$ cat src/rtl/mlbf_pkg.sv
// shared types and constants for the multi-led blink and flash controller
package mlbf_pkg;

    localparam int unsigned CMD_W     = 2;
    localparam int unsigned IDX_W     = 2;
    localparam int unsigned COUNT_W   = 8;
    localparam int unsigned STEP_W    = 9;
    localparam int unsigned ADDR_LEDS = 4;
    localparam int unsigned S_DATA_W  = 32;
    localparam int unsigned M_DATA_W  = 8;

    localparam logic [STEP_W-1:0] RESET_PERIOD = 9'd10;

    typedef enum logic [CMD_W-1:0] {
        CMD_TICK        = 2'd0,
        CMD_SET_CONST   = 2'd1,
        CMD_SET_BLINK   = 2'd2,
        CMD_START_FLASH = 2'd3
    } cmd_t;

    typedef enum logic [1:0] {
        MODE_CONST = 2'd0,
        MODE_BLINK = 2'd1,
        MODE_FLASH = 2'd2
    } mode_t;

    // request payload, led_index in the lowest bits
    typedef struct packed {
        logic [COUNT_W-1:0] flash_count;
        logic [COUNT_W-1:0] off_ticks;
        logic [COUNT_W-1:0] on_ticks;
        logic               level;
        logic [IDX_W-1:0]   led_index;
    } req_t;

    localparam int unsigned REQ_W = $bits(req_t);

    // per-led update strobes and operands
    typedef struct packed {
        logic               tick;
        logic               set_const;
        logic               set_blink;
        logic               start_flash;
        logic               level;
        logic [COUNT_W-1:0] on_ticks;
        logic [COUNT_W-1:0] off_ticks;
        logic [COUNT_W-1:0] flash_count;
    } led_ctl_t;

endpackage

$ cat src/rtl/mlbf_led.sv
// state and update logic of one led channel
module mlbf_led (
    input  logic                aclk,
    input  logic                aresetn,
    input  mlbf_pkg::led_ctl_t  ctl,
    output logic                level_o,
    output logic                active_o
);

    mlbf_pkg::mode_t                       mode_reg, mode_next;
    logic [mlbf_pkg::COUNT_W-1:0]          on_count_reg, on_count_next;
    logic [mlbf_pkg::STEP_W-1:0]           period_reg, period_next;
    logic [mlbf_pkg::STEP_W-1:0]           step_reg, step_next;
    logic                                  level_reg, level_next;

    logic [mlbf_pkg::STEP_W-1:0]           step_inc;
    logic [mlbf_pkg::COUNT_W-1:0]          count_dec;
    logic [mlbf_pkg::STEP_W-1:0]           blink_period;
    logic                                  blink_changed;

    assign step_inc     = step_reg + 1'b1;
    assign count_dec    = on_count_reg - 1'b1;
    // sum kept at full 9 bits
    assign blink_period = {1'b0, ctl.on_ticks} + {1'b0, ctl.off_ticks};
    assign blink_changed = (mode_reg != mlbf_pkg::MODE_BLINK)
                        || (on_count_reg != ctl.on_ticks)
                        || (period_reg != blink_period);

    always_comb begin
        mode_next     = mode_reg;
        on_count_next = on_count_reg;
        period_next   = period_reg;
        step_next     = step_reg;
        level_next    = level_reg;
        if (ctl.tick) begin
            unique case (mode_reg)
                mlbf_pkg::MODE_BLINK: begin
                    step_next = step_inc;
                    if (step_inc == {1'b0, on_count_reg}) begin
                        level_next = 1'b0;
                    end else if (step_inc >= period_reg) begin
                        step_next = '0;
                        if (on_count_reg != '0) begin
                            level_next = 1'b1;
                        end
                    end
                end
                mlbf_pkg::MODE_FLASH: begin
                    step_next = step_inc;
                    if (step_inc[0]) begin
                        level_next = 1'b1;
                    end else begin
                        level_next    = 1'b0;
                        on_count_next = count_dec;
                        if (count_dec == '0) begin
                            mode_next = mlbf_pkg::MODE_CONST;
                        end
                    end
                end
                default: begin
                end
            endcase
        end else if (ctl.set_const) begin
            mode_next  = mlbf_pkg::MODE_CONST;
            level_next = ctl.level;
        end else if (ctl.set_blink) begin
            priority if (ctl.on_ticks == '0) begin
                mode_next  = mlbf_pkg::MODE_CONST;
                level_next = 1'b0;
            end else if (ctl.off_ticks == '0) begin
                mode_next  = mlbf_pkg::MODE_CONST;
                level_next = 1'b1;
            end else begin
                mode_next     = mlbf_pkg::MODE_BLINK;
                on_count_next = ctl.on_ticks;
                period_next   = blink_period;
                // an unchanged setting leaves the running cycle alone
                if (blink_changed) begin
                    step_next  = '0;
                    level_next = 1'b1;
                end
            end
        end else if (ctl.start_flash) begin
            if (ctl.flash_count == '0) begin
                mode_next  = mlbf_pkg::MODE_CONST;
                level_next = 1'b0;
            end else begin
                mode_next     = mlbf_pkg::MODE_FLASH;
                on_count_next = ctl.flash_count;
                step_next     = '0;
                level_next    = 1'b0;
            end
        end
    end

    always_ff @(posedge aclk) begin
        if (!aresetn) begin
            mode_reg     <= mlbf_pkg::MODE_CONST;
            on_count_reg <= '0;
            period_reg   <= mlbf_pkg::RESET_PERIOD;
            step_reg     <= '0;
            level_reg    <= 1'b0;
        end else begin
            mode_reg     <= mode_next;
            on_count_reg <= on_count_next;
            period_reg   <= period_next;
            step_reg     <= step_next;
            level_reg    <= level_next;
        end
    end

    // level and mode as they stand once this cycle's request has acted
    assign level_o  = level_next;
    assign active_o = (mode_next != mlbf_pkg::MODE_CONST);

endmodule

$ cat src/rtl/multi_led_blink_flash_controller_unit.sv
// top level: input register, led channels and result register
// a request reaches m_tdata via the input register and then the result register
// throughput: one request per cycle unless stalled; all led channels update in parallel
// a stalled result holds in the output register; the input register takes one more request
// reset (aresetn low, synchronous): both stages empty, every led constant off, period ten
module multi_led_blink_flash_controller_unit #(
    parameter int unsigned NUM_LEDS = 4
) (
    input  logic                          aclk,
    input  logic                          aresetn,
    input  logic                          s_tvalid,
    output logic                          s_tready,
    // led_index[1:0], level[2], on_ticks[10:3], off_ticks[18:11], flash_count[26:19]
    input  logic [mlbf_pkg::S_DATA_W-1:0] s_tdata,
    // cmd[1:0]
    input  logic [mlbf_pkg::CMD_W-1:0]    s_tuser,
    output logic                          m_tvalid,
    input  logic                          m_tready,
    // led_levels[3:0], active_mask[7:4]
    output logic [mlbf_pkg::M_DATA_W-1:0] m_tdata
);

    logic                 in_valid_reg;
    mlbf_pkg::req_t       in_req_reg;
    mlbf_pkg::cmd_t       in_cmd_reg;
    logic                 out_valid_reg;
    logic [mlbf_pkg::ADDR_LEDS-1:0] levels_reg, active_reg;
    logic [mlbf_pkg::ADDR_LEDS-1:0] levels_next, active_next;

    logic                 out_free;
    logic                 fire;
    logic [NUM_LEDS-1:0]  led_level;
    logic [NUM_LEDS-1:0]  led_active;

    assign out_free = !out_valid_reg || m_tready;
    assign fire     = in_valid_reg && out_free;
    assign s_tready = !in_valid_reg || out_free;

    always_ff @(posedge aclk) begin
        if (!aresetn) begin
            in_valid_reg <= 1'b0;
        end else if (s_tready) begin
            in_valid_reg <= s_tvalid;
        end
    end

    always_ff @(posedge aclk) begin
        if (!aresetn) begin
            in_cmd_reg <= mlbf_pkg::CMD_TICK;
        end else if (s_tvalid && s_tready) begin
            in_req_reg <= mlbf_pkg::req_t'(s_tdata[mlbf_pkg::REQ_W-1:0]);
            in_cmd_reg <= mlbf_pkg::cmd_t'(s_tuser);
        end
    end

    genvar i;
    generate
        for (i = 0; i < NUM_LEDS; i++) begin : g_led
            // only the first four leds can be addressed
            localparam bit ADDRESSABLE = (i < mlbf_pkg::ADDR_LEDS);
            localparam logic [mlbf_pkg::IDX_W-1:0] LED_IDX = mlbf_pkg::IDX_W'(i);

            mlbf_pkg::led_ctl_t ctl;
            logic               sel;

            assign sel = fire && ADDRESSABLE && (in_req_reg.led_index == LED_IDX);

            always_comb begin
                ctl             = '0;
                ctl.level       = in_req_reg.level;
                ctl.on_ticks    = in_req_reg.on_ticks;
                ctl.off_ticks   = in_req_reg.off_ticks;
                ctl.flash_count = in_req_reg.flash_count;
                unique case (in_cmd_reg)
                    mlbf_pkg::CMD_TICK:        ctl.tick        = fire;
                    mlbf_pkg::CMD_SET_CONST:   ctl.set_const   = sel;
                    mlbf_pkg::CMD_SET_BLINK:   ctl.set_blink   = sel;
                    mlbf_pkg::CMD_START_FLASH: ctl.start_flash = sel;
                endcase
            end

            mlbf_led u_led (
                .aclk     (aclk),
                .aresetn  (aresetn),
                .ctl      (ctl),
                .level_o  (led_level[i]),
                .active_o (led_active[i])
            );
        end
    endgenerate

    // result shows the state after the request has acted
    genvar j;
    generate
        for (j = 0; j < mlbf_pkg::ADDR_LEDS; j++) begin : g_report
            if (j < NUM_LEDS) begin : g_on
                assign levels_next[j] = led_level[j];
                assign active_next[j] = led_active[j];
            end else begin : g_off
                assign levels_next[j] = 1'b0;
                assign active_next[j] = 1'b0;
            end
        end
    endgenerate

    always_ff @(posedge aclk) begin
        if (!aresetn) begin
            out_valid_reg <= 1'b0;
        end else if (out_free) begin
            out_valid_reg <= in_valid_reg;
        end
    end

    always_ff @(posedge aclk) begin
        if (fire) begin
            levels_reg <= levels_next;
            active_reg <= active_next;
        end
    end

    assign m_tvalid = out_valid_reg;
    assign m_tdata  = {active_reg, levels_reg};

endmodule

$ cat config.mk
export PLATFORM = sky130hd
export DESIGN_NAME = multi_led_blink_flash_controller_unit
export DESIGN_NICKNAME = d
export VERILOG_FILES = /design/src/rtl/mlbf_pkg.sv /design/src/rtl/mlbf_led.sv /design/src/rtl/multi_led_blink_flash_controller_unit.sv
export SDC_FILE = /design/constraint.sdc
export NUM_CORES = 1
export LEC_CHECK = 0
export BUFFER_PORTS_ARGS = -buffer_cell sky130_fd_sc_hd__clkbuf_2
export CAP_MARGIN = 20
export CORE_UTILIZATION = 55
export CTS_CLUSTER_DIAMETER = 50
export DETAILED_ROUTE_END_ITERATION = 10
export PLACE_DENSITY = 0.78
export SKIP_LAST_GASP = 1
export SYNTH_ARGS = -nofsm -noshare
export SYNTH_HDL_FRONTEND = slang
export SYNTH_SLANG_ARGS = --single-unit
$ cat constraint.sdc
create_clock -name aclk -period 3.3 [get_ports aclk]
set_input_delay 0 -clock aclk [delete_from_list [all_inputs] [get_ports aclk]]
set_output_delay 0 -clock aclk [all_outputs]
set_load 0.05 [all_outputs]
==> impl_results.md, run 1 <==
- Least-Margin Pin Slew: 0.6738 ns
- Ports: 48
- H-tree levels: 4
- Initial Util: 56.60%
- Die height: 146.8 um
- Inst Count DP: 1,718
- Largest net degree at the start of global routing: 54
- Synth Instances: 1,429
- Worst Path Required: 3.61 ns
- Worst setup SP type: flop
- HP Class: in -> reg
- Detailed Route WL: 35.53 mm
- DRC errors left: 0
- Antenna diodes: 0
- Clock latency on the worst-skew pair: 0.45 ns
- Critical path arrival: 3.52 ns
- Crit path depth: 11
- CP cell instances: ha_1 -> fa_2 -> xnor2_1 -> nand4_1 -> a2111oi_2 -> o2111ai_1 -> or4b_4 -> o21ai_2 -> buf_12 -> or2b_4 -> o32ai_1
- Worst Path Max Fanout: 12
- Die ar.: 0.02154 mm^2
- Layout cells sized above 1: 13.67%
- Commonest non-fill, non-tap cell in the layout: nor2_1
- Clock skew: 0.01239 ns
- Fin. max-slew vios: 0
- Ys async rst share: 0%
- Initial detailed-routing violation count: 1,314
- Synth Flop Type: dfxtp_1
- HPWL after detailed placement: 24.73 mm
- WS Path Type: reg -> reg
- Critical path endpoint category: flop
- Inserted Clock Buffers: 17
- Max-cap violations: 0
- GRT overflow: 0
- Clock sinks: 155
- Seq/Total Area, Yosys: 29.96%
- Core area: 0.02036 mm^2
- CTS tree: done
- Drt first pass iters: 6
- Syn Area/Cell: 8.066 um^2
- Hold path depth: 2
- Cell area power density: 359.7 mW/mm^2
- Vias in the first global route: 10,460
- Setup WS post-layout: 0.09211 ns
- P_leak: 0.005312 uW
- Synthesized area: 0.01153 mm^2
- Worst vdd ir: 339.2 uV
- Slowest CP cell: fa_2
- WP buf/inv: 1
- Slew HR: 54.97%
- Reg clk slew, reported paths: 0.07 ns
- Number of vias per cell: 6.306
- Area of the multi-input gates: 0.007470 mm^2
- Fillers: 1,661
- # setup viols final: 0
- Status: finished, final reports clean
- Number of cell rows: 52
- Nets: 1,612
- Post-synthesis cell type count: 87
- Syn Nets: 1,532
- Commonest non-fill, non-tap cells in the layout: nor2_1, nand2_1, dfxtp_1
- RePlAce Congestion: 1.003
- EDFF count, synth: 35
- Die extent in x: 146.8 um
- Antenna viol nets, final: 0
- CP max stage delay: 0.59 ns
- Worst r2r path cells: 11
- Avg WL per Cell: 19.83 um
- Final hold violations: 0
- CTS root buffer: clkbuf_16
- Max frequency: 311.7 MHz
- Period minus WS final: 3.208 ns
- Number of port buffers: 42
- Sequential cell area: 0.003453 mm^2
- Vias: 11,300
- Non-filler cells in the finished layout: 1,792
- First-pass GRT wire length: 55.71 mm
- Critical path's top delay family: adder cells
- Yosys reg bits: 155
- Total track usage: 33.15%
- Synth-to-Final Area Change: 16.36%
- Final clock period utilization by the worst path: 97.21%
- Yosys warnings: 0
- Worst-case clock buffer depth: 2
- Antenna violations before repair: 0
- Dpl ws: -0.008343 ns
-- where the power goes --
part	internal [uW]	leakage, uW	switching [uW]	total (uW)
Combinational	286	0.00372	435	720
Clock	1210	0.000292	885	2100
Sequential	1970	0.00130	31.9	2000
-- cell type report --
cell class / count / share of cell area (%)
Inverter: 80 / 2.239
Clock inverter: 13 / 1.241
Tap cell: 270 / 2.519
Sequential cell: 155 / 25.75
Multi-Input combinational cell: 1091 / 55.70
Clock buffer: 19 / 3.303
Timing Repair Buffer: 164 / 9.255
-- layer usage --
layer | track usage [%] | share of wire [%] | vias to the layer above
met5 | 0 | 0 | -
met4 | 18.54 | 5.5 | 0
li1 | - | - | 5271
met1 | 44.29 | 41 | 5244
met2 | 49.34 | 43 | 656
met3 | 7.547 | 9.9 | 130
-- kinds of logic (layout without fill, tap and decap cells) --
family / Yosys count / after routing / synth area share, %
and+or+nand+nor: 523 / 523 / 22.26
AOI/OAI and AO/OA: 336 / 336 / 19.79
buffers and inverters: 183 / 276 / 6.296
DFF: 155 / 155 / 29.96
xor gates and xnor gates: 133 / 133 / 11.57
adders and majority gates: 65 / 65 / 7.121
muxes: 34 / 34 / 2.996
-- Yosys cell counts (10+ instances only) --
master	instances	share of area, %
or3_1	16	0.87
clkbuf_1	78	2.5
nor4_1	17	0.92
a32oi_1	10	0.76
nor3_1	29	1.3
xor2_1	25	1.9
nor2_1	147	4.8
o21ai_0	56	2.4
o21ai_1	16	0.69
a22oi_1	10	0.65
ha_1	64	6.9
a211oi_1	20	1.3
edfxtp_1	35	9.1
o211ai_1	15	0.98
and2_1	11	0.60
nand2_1	136	4.4
dfxtp_1	120	21
a221oi_1	16	1.2
mux2i_1	30	2.6
buf_2	13	0.56
nand4_1	30	1.6
a31oi_1	14	0.76
a21oi_1	83	3.6
nand3_1	46	2.0
nand2b_1	23	1.2
nor2b_1	13	0.71
xnor2_1	95	7.2
inv_1	79	2.6
-- worst register-to-register path, cell delays in order, from the launching register on --
cell and delay [ns]:
edfxtp_1 0.40, ha_1 0.25, fa_2 0.59, xnor2_1 0.14, nand4_1 0.14, a2111oi_2 0.35
o2111ai_1 0.20, or4b_4 0.53, o21ai_2 0.10, buf_12 0.15, or2b_4 0.16, o32ai_1 0.07
-- timing repair --
action                                  CTS  global route
hold buffers                             36             0
gates resized for setup                   4            23
hold endpoints to repair                 36             0
pin swaps                                 1             6
endpoints found under the setup margin    8            33
buffers inserted                          1             3
-- metrics by stage --
| step | hold slack, ns | area, um^2 | TNS, ns | utilization [%] | power [uW] |
|---|---|---|---|---|---|
| global route | 0.2518 | 13410 | -0.06639 | 65.86 | 4953 |
| floorplan | 0.09887 | 11530 | 0 | - | 2449 |
| detailed placement | 0.1793 | 12290 | -0.01559 | 60.34 | 2686 |
| finish | 0.2583 | 13410 | 0 | 65.86 | 4825 |
| global placement | 0.1771 | 12290 | 0 | 60.34 | 2680 |
| CTS | 0.2500 | 13280 | 0 | 65.23 | 4794 |
-- final timing paths --
| check | slack [ns] | to | from |
|---|---|---|---|
| max reg2reg | 0.09 | g_led[2].u_led.step_reg[5] | g_led[0].ctl[8] |
| min | 0.26 | g_led[0].ctl[3] | s_tdata[22] |
| max | 0.09 | g_led[2].u_led.step_reg[5] | g_led[0].ctl[8] |
| min reg2reg | 0.49 | g_led[1].u_led.step_reg[1] | g_led[1].u_led.step_reg[1] |
Note: power is estimated with default switching activity, not from simulation.
==> run 2, diff against run 1 <==
--- a/config.mk
+++ b/config.mk
@@ -16,2 +16,3 @@
 export SYNTH_HDL_FRONTEND = slang
 export SYNTH_SLANG_ARGS = --single-unit
+export TNS_END_PERCENT = 20
==> constraint.sdc (replaced) <==
create_clock -name aclk -period 3.3 [get_ports aclk]
set_input_delay 0 -clock aclk [delete_from_list [all_inputs] [get_ports aclk]]
set_output_delay 0 -clock aclk [all_outputs]
set_load 0.02 [all_outputs]
==> run 2 against run 1 <==
Against the previous run:
- clock power is essentially flat
- hold slack lost 0.0018 ns
- combinational power shrank 2%
- global-route usage is the same
- critical path depth is the same
- register-to-register slack is essentially flat
- sequential power is essentially flat
- die area is the same
- cell area shrank 0.18%
- sequential share of layout area is essentially flat
- flip-flop and latch count is the same
- worst setup slack gained 0.0011 ns
- highest routed layer unchanged
==> impl_results.md, run 2 (synthesis results as in run 1) <==
- Total track usage: 33.15%
- Vias in the first global route: 10,460
- Setup WS post-layout: 0.09322 ns
- Antenna diodes: 0
- Fin area: 0.01339 mm^2
- Area of the multi-input gates: 0.007446 mm^2
- RR Endpoint: g_led[2].u_led.step_reg[5]
- RSZ-0062 raised after global routing: yes
- Antenna violations before repair: 0
- WS Path Type: reg -> reg
- Worst setup SP type: flop
- Final hold violations: 0
- R2r setup slk: 0.09 ns
- Number of vias per cell: 6.289
- Final clock period utilization by the worst path: 97.18%
- Ports: 48
- Drt first pass iters: 6
- Max frequency: 311.8 MHz
- CTS root buffer: clkbuf_16
- Fin. max-slew vios: 0
- Commonest non-fill, non-tap cell in the layout: nor2_1
- Worst Path Required: 3.61 ns
- Initial detailed-routing violation count: 1,318
- Sequential cell area: 0.003453 mm^2
- First-pass GRT wire length: 55.71 mm
- Die extent in x: 146.8 um
- # setup viols final: 0
- Avg WL per Cell: 19.87 um
- Hold path depth: 2
- Critical path arrival: 3.52 ns
- Number of port buffers: 42
- Die ar.: 0.02154 mm^2
- Least-Margin Pin Slew: 0.6678 ns
- RePlAce Congestion: 1.003
- Layout cells sized above 1: 13.40%
- Detailed Route WL: 35.60 mm
- Dpl ws: -0.008343 ns
- Period minus WS final: 3.207 ns
- Worst r2r path cells: 11
- Critical path endpoint category: flop
- Slew HR: 55.37%
- CTS tree: done
- Antenna viol nets, final: 0
- Status: finished, final reports clean
- Vias: 11,270
- Initial Util: 56.60%
- Number of cell rows: 52
- H-tree levels: 4
- DP Area: 0.01229 mm^2
- Setup crit start: g_led[0].ctl[8]
- Inst Count DP: 1,718
- P_leak: 0.005305 uW
- Crit Reg-Reg Startpoint: g_led[0].ctl[8]
- HP Class: in -> reg
- Worst Path Max Fanout: 12
- Non-filler cells in the finished layout: 1,792
- Worst vdd ir: 342.3 uV
- Core area: 0.02036 mm^2
- Inserted Clock Buffers: 17
- Clock sinks: 155
- Max-cap violations: 0
- Largest net degree at the start of global routing: 54
- Worst-case clock buffer depth: 2
- HPWL after detailed placement: 24.73 mm
- Setup TNS: 0 ns
- Nets: 1,612
- Synth-to-Final Area Change: 16.15%
- Fillers: 1,663
- Critical Path End: g_led[2].u_led.step_reg[5]
- Clock latency on the worst-skew pair: 0.45 ns
- Die height: 146.8 um
- Reg clk slew, reported paths: 0.07 ns
- Cell area power density: 359.7 mW/mm^2
- Clock skew: 0.01125 ns
- GRT overflow: 0
- DRC errors left: 0
- Commonest non-fill, non-tap cells in the layout: nor2_1, nand2_1, dfxtp_1
run 2: cell count changes in the layout (fill, tap and decap cells not counted):
cell       previous run  this run
a2111oi_2             2         1
o2111ai_2             1         0
a221oi_2              3         2
nor3_2                2         1
and2_2                1         2
a221oi_1             14        15
and2_4                1         0
o2111ai_1             4         5
a2111oi_1             0         1
nor3_1               27        28
run 2: routing by layer:
layer	wire length (um)	track usage, %	vias up
met1	14800	44.29	5233
met5	0	0	-
met3	3487	7.547	136
li1	-	-	5273
met4	1928	18.54	0
met2	15380	49.34	628
run 2: final cells by class:
type	count	share of cell area (%)
multi-input cells	1091	55.62
flip-flops and latches	155	25.79
repair buffers	164	9.271
clock buffers	19	3.308
well taps	270	2.523
inverters	80	2.243
clock inverters	13	1.243
run 2: worst min path at each step:
stage / start / end / slack (ns)
global placement: s_tdata[6] / g_led[0].ctl[19] / 0.18
detailed placement: s_tdata[16] / g_led[0].ctl[13] / 0.18
finish: s_tdata[22] / g_led[0].ctl[3] / 0.26
CTS: s_tdata[22] / g_led[0].ctl[3] / 0.25
floorplan: s_tdata[19] / g_led[0].ctl[0] / 0.1
global route: s_tdata[8] / g_led[0].ctl[21] / 0.25
run 2: timing repair:
item | in CTS | in global routing
setup endpoints to repair | 8 | 33
gates resized for setup | 4 | 18
hold buffers | 36 | 0
hold endpoints to repair | 36 | 0
setup buffers | 1 | 3
pin swaps | 1 | 5
run 2: per-stage QoR:
step | util (%) | hold WS, ns | total power [uW]
floorplan | - | 0.09887 | 2438
global placement | 60.34 | 0.1771 | 2669
detailed placement | 60.34 | 0.1793 | 2675
CTS | 65.23 | 0.2500 | 4783
global route | 65.74 | 0.2518 | 4936
finish | 65.74 | 0.2565 | 4815
run 2: critical path, stage by stage (launching register included):
cell       delay (ns)
edfxtp_1         0.40
ha_1             0.24
fa_2             0.59
xnor2_1          0.14
nand4_1          0.14
a2111oi_2        0.35
o2111ai_1        0.20
or4b_4           0.53
o21ai_2          0.10
buf_12           0.15
or2b_4           0.15
o32ai_1          0.07
run 2: report_power, final:
group / switching [uW] / total [uW] / internal, uW / leakage (uW)
logic: 421 / 706 / 285 / 0.00371
clock network: 891 / 2110 / 1210 / 0.000292
registers: 31.7 / 2000 / 1970 / 0.00130
